File: config.mk
export PLATFORM = sky130hd
export DESIGN_NAME = lab_cell
export DESIGN_NICKNAME = d
export VERILOG_FILES = /design/src/rtl/lab_pkg.sv /design/src/rtl/lab_cell.sv
export SDC_FILE = /design/constraint.sdc
export NUM_CORES = 1
export LEC_CHECK = 0
export BUFFER_PORTS_ARGS = -buffer_cell sky130_fd_sc_hd__buf_2
export CAP_MARGIN = 0
export CORE_MARGIN = 3
export CORE_UTILIZATION = 30
export DETAILED_ROUTE_END_ITERATION = 12
export GPL_TIMING_DRIVEN = 1
export PLACE_DENSITY = 0.51
export SKIP_LAST_GASP = 1
export SYNTH_ARGS = -nofsm -noshare
export SYNTH_HDL_FRONTEND = slang
export SYNTH_SLANG_ARGS = --single-unit
File: constraint.sdc
create_clock -name clk -period 3.67 [get_ports clk]
set_input_delay 0.734 -clock clk [delete_from_list [all_inputs] [get_ports clk]]
set_output_delay 0.734 -clock clk [all_outputs]
set_load 0.01 [all_outputs]
File: src/rtl/lab_pkg.sv
// Shared types and constants for the life automaton board.
package lab_pkg;

	localparam int CFG_W = 7;
	localparam int CFG_IDX_W = 1;
	localparam int SIZE_W = 9;
	localparam int ADDR_W = 6;

	localparam logic [CFG_IDX_W-1:0] REG_ROWS = 1'd0;
	localparam logic [CFG_IDX_W-1:0] REG_COLS = 1'd1;
	localparam logic [CFG_W-1:0] SIZE_RESET = 7'd10;

	localparam logic [1:0] MODE_WRITE = 2'd0;
	localparam logic [1:0] MODE_STEP = 2'd1;
	localparam logic [1:0] MODE_READ = 2'd2;
	localparam logic [1:0] MODE_CLEAR = 2'd3;

	typedef struct packed {
		logic [1:0] mode;
		logic [ADDR_W-1:0] row;
		logic [ADDR_W-1:0] col;
		logic cell_in;
	} lab_req_t;

	typedef struct packed {
		logic cell_out;
		logic status;
	} lab_rsp_t;

	typedef struct packed {
		logic wr;
		logic step;
		logic clr;
		logic val;
	} lab_cmd_t;

endpackage

File: src/rtl/lab_cell.sv
// One board row: holds its cell bits and computes its next generation from its neighbors.
module lab_cell
	import lab_pkg::*;
#(
	parameter int COLS = 64
) (
	input  logic            clk,
	input  logic            arst_n,
	input  lab_cmd_t        cmd,
	input  logic            sel,
	input  logic            act,
	input  logic [COLS-1:0] col_act,
	input  logic [COLS-1:0] col_hot,
	input  logic [COLS-1:0] up,
	input  logic [COLS-1:0] dn,
	output logic [COLS-1:0] row,
	output logic            rd_bit
);

	localparam logic [3:0] BORN_COUNT = 4'd3;
	localparam logic [3:0] KEEP_COUNT = 4'd2;

	logic [COLS-1:0] bits_q;
	logic [COLS-1:0] next_bits;
	logic [COLS+1:0] up_p;
	logic [COLS+1:0] own_p;
	logic [COLS+1:0] dn_p;

	function automatic logic [3:0] count8(input logic [7:0] v);
		logic [3:0] n;
		n = '0;
		for (int i = 0; i < 8; i++) begin
			n = n + {3'b000, v[i]};
		end
		return n;
	endfunction

	assign row = act ? (bits_q & col_act) : '0;
	assign rd_bit = sel & (|(bits_q & col_hot));

	assign up_p = {1'b0, up, 1'b0};
	assign own_p = {1'b0, row, 1'b0};
	assign dn_p = {1'b0, dn, 1'b0};

	always_comb begin
		logic [3:0] n;
		n = '0;
		next_bits = '0;
		for (int c = 0; c < COLS; c++) begin
			n = count8({up_p[c], up_p[c+1], up_p[c+2], own_p[c], own_p[c+2],
				dn_p[c], dn_p[c+1], dn_p[c+2]});
			next_bits[c] = act & col_act[c] &
				((n == BORN_COUNT) | ((n == KEEP_COUNT) & row[c]));
		end
	end

	always_ff @(posedge clk or negedge arst_n) begin
		if (!arst_n) begin
			bits_q <= '0;
		end else if (cmd.clr) begin
			bits_q <= '0;
		end else if (cmd.step) begin
			bits_q <= next_bits;
		end else if (cmd.wr && sel) begin
			bits_q <= (bits_q & ~col_hot) | (col_hot & {COLS{cmd.val}});
		end
	end

endmodule

==> run_results.csv <==
group,metric,value,unit
critical_path,reg2regPathDepth,9,
clock_tree,clk_latency,370,ps
global_route,grt_max_degree,67,
placed_design,pre_cts_ws,-28.4,ps
critical_path,worst_r2r_endpoint,"bits_q[15]",
power_and_ir_drop,p_leak,10.5,nW
global_route,grt_pass1_wl,82600,um
logic_synthesis,synth_seq_area_share,10.8,%
sta,fmax,0.300,GHz
logic_synthesis,synth_top_area_share,34.1,%
drt,drtAntennaViolNets,0,
global_route,overflow,0,
floorplanning,die-height,228,um
clock_tree,post_cts_buffers,0,
hold_path,holdCritPathClass,"input port to async pin",
global_route,grt_pass1_vias,14200,
logic_synthesis,ys_ff_latch,64,
layout,area_growth,25.7,%
layout,num-fill-cells,4951,
layout,final_cell_area,18600,um^2
drt,vias,13000,
sta,final_period_minus_worst_setup_slack,3340,ps
outcome,status,"completed",
clock_tree,htree_levels,3,
global_route,track_usage,20.7,%
critical_path,cp_data_arrival_time,3640,ps
critical_path,ff2ff_setup_slack,680,ps
clock_tree,cts-root-buf,"clkbuf_16",
drt,first_iter_violations,602,
logic_synthesis,syn_inst,1541,
clock_tree,cts_buffer_depth,2,
drt,drc,0,
clock_tree,cts_tree,"yes",
floorplanning,core-area,48200,um^2
floorplanning,initial_core_util,30.6,%
sta,rsz0062_at_grt,"false",
flow_run,cap_violations,0,
floorplanning,fp.dieArea,52000,um^2
logic_synthesis,yosysWarnings,0,
critical_path,crit_path_end_kind,"flip-flop",
sta,hold_violations,0,
logic_synthesis,synth_fp_nets,2245,
logic_synthesis,synth_area,14800,um^2
layout,largest_reg_flops,64,
critical_path,crit_fanout,2,
power_and_ir_drop,power.density,250,nW/um^2
layout,drive_gt1_share,24.9,%
critical_path,cp.required,3980,ps
drt,first_pass_iters,5,
layout,final_nets,2694,
critical_path,critPathLaunchType,"input port",
sta,drv_slew,0,
sta,tightest_slew,951,ps
clock_tree,cts_buffers,9,
critical_path,critical_path_class,"input port to flip-flop",
placed_design,post-dp-hpwl,44900,um
global_route,antenna_found_initial,16,
logic_synthesis,ys_types,27,
sta,setup_violations,0,
logic_synthesis,synthTopCellsByArea,"fa_1, ha_1, inv_1, dfrtp_1, mux2i_1",
placed_design,placed_area,18300,um^2
floorplanning,num_rows,80,
drt,wire_per_inst,20.1,um
logic_synthesis,synth_top_area_cell,"fa_1",
sta,fin_skew,11.9,ps
layout,final_cells,2660,
layout,top_register,"bits_q",
floorplanning,ios,329,
sta,slew_headroom,36.6,%
drt,wl,53600,um
clock_tree,ctsResizeCount,0,
placed_design,numPortBuffers,328,
placed_design,dp.cells,2635,
sta,whs,430,ps
floorplanning,die_x,228,um
sta,worst_slack,333,ps
layout,largestRegisters,"bits_q (64)",
clock_tree,path_clk_slew,60,ps
critical_path,timing.rr.start,"bits_q[14]",
placed_design,place.gp.congestion,0.879,
logic_synthesis,syn_area_per_cell,9.59,um^2
power_and_ir_drop,total_power,4.64,mW
clock_tree,cts_sinks,64,
clock_tree,cts.hold.buffers_added,0,
sta,period_share,90.9,%
drt,routed_via_density,4.88,
power_and_ir_drop,ir_drop,187,uV
-- kinds of logic (layout without fill, tap and decap cells) --
group           count (synthesis)  after routing  synth area share (%)
compound gates                345            345                  17.2
other cells                     0              9                     0
simple gates                  144            144                  4.99
flops                          64             64                  10.8
fa+ha+maj                     440            440                  50.0
mux                            65             65                  4.40
buf+inv                       483            937                  12.6
-- worst max-delay path, cell delays in order --
cell       delay, ps
buf_2            110
inv_1             80
fa_1             550
fa_1             440
fa_1             500
inv_1             40
ha_1             200
fa_1             490
o2111ai_1        100
o22ai_1          230
a22o_1           160
-- worst max-delay path by stage --
stage | startpoint | end | slack [ps]
after floorplan | act | bits_q[36] | 60
after global placement | up[14] | bits_q[15] | 4
after detailed placement | up[14] | bits_q[15] | -30
after CTS | up[43] | bits_q[44] | 370
after global routing | up[37] | bits_q[38] | 200
final | up[14] | bits_q[15] | 330
-- cell usage after synthesis --
| cell | number |
|---|---|
| inv_1 | 442 |
| fa_1 | 252 |
| ha_1 | 188 |
| nand3_1 | 125 |
| a22o_1 | 73 |
| mux2i_1 | 65 |
| dfrtp_1 | 64 |
| a21oi_1 | 62 |
| o22ai_1 | 62 |
| o2111ai_1 | 61 |
| o21a_1 | 61 |
| a22oi_1 | 14 |
| buf_2 | 14 |
| clkbuf_1 | 13 |
| a221oi_1 | 9 |
| buf_1 | 7 |
| buf_4 | 7 |
| nand4_1 | 7 |
| nor2b_1 | 3 |
| nor3_1 | 3 |
| nor2_1 | 2 |
| o32ai_1 | 2 |
| a21boi_0 | 1 |
| and2_1 | 1 |
| and3_1 | 1 |
| nand2b_1 | 1 |
| nand4b_1 | 1 |
-- through the flow --
| step | utilization [%] | TNS [ps] |
|---|---|---|
| after global routing | 38.5 | 0 |
| after CTS | 38.5 | 0 |
| after global placement | 37.9 | 0 |
| after detailed placement | 37.9 | -137 |
| after floorplan | - | 0 |
| final | 38.5 | 0 |
-- cells in the final DEF, fill, tap and decap left out, types with 62 or more instances in the layout --
cell type | Yosys | routed
buf_4 | 7 | 146
buf_2 | 14 | 327
a22o_1 | 73 | 73
nand3_1 | 125 | 125
fa_1 | 252 | 252
ha_1 | 188 | 188
a21oi_1 | 62 | 62
o22ai_1 | 62 | 62
dfrtp_1 | 64 | 64
inv_1 | 442 | 442
mux2i_1 | 65 | 65
-- power breakdown --
| group | leakage, nW | internal, mW | switching, mW |
|---|---|---|---|
| logic | 9.46 | 1.33 | 1.59 |
| registers | 0.879 | 0.741 | 0.0618 |
| clock network | 0.145 | 0.511 | 0.402 |
| total | 10.5 | 2.59 | 2.06 |
-- layer usage --
| layer | vias to the layer above | part of all wire, % | GRT usage [%] |
|---|---|---|---|
| met5 | - | 0.17 | 0 |
| met4 | 18 | 1.7 | 5.39 |
| met3 | 56 | 5.3 | 3.58 |
| met2 | 324 | 47 | 34.4 |
| met1 | 6453 | 46 | 27.9 |
| li1 | 6134 | - | - |
-- final cells by class --
cell class                 count  area, um^2  area share (%)
inverter                     442        1660            8.93
tap                          656         821            4.42
multi-input combinational    994       11300            61.0
timing repair buffer         479        2850            15.4
clock inverter                 3        15.0          0.0808
antenna                        9        22.5           0.121
clock buffer                  13         270            1.45
sequential                    64        1600            8.62
(Power assumes the default switching activity.)
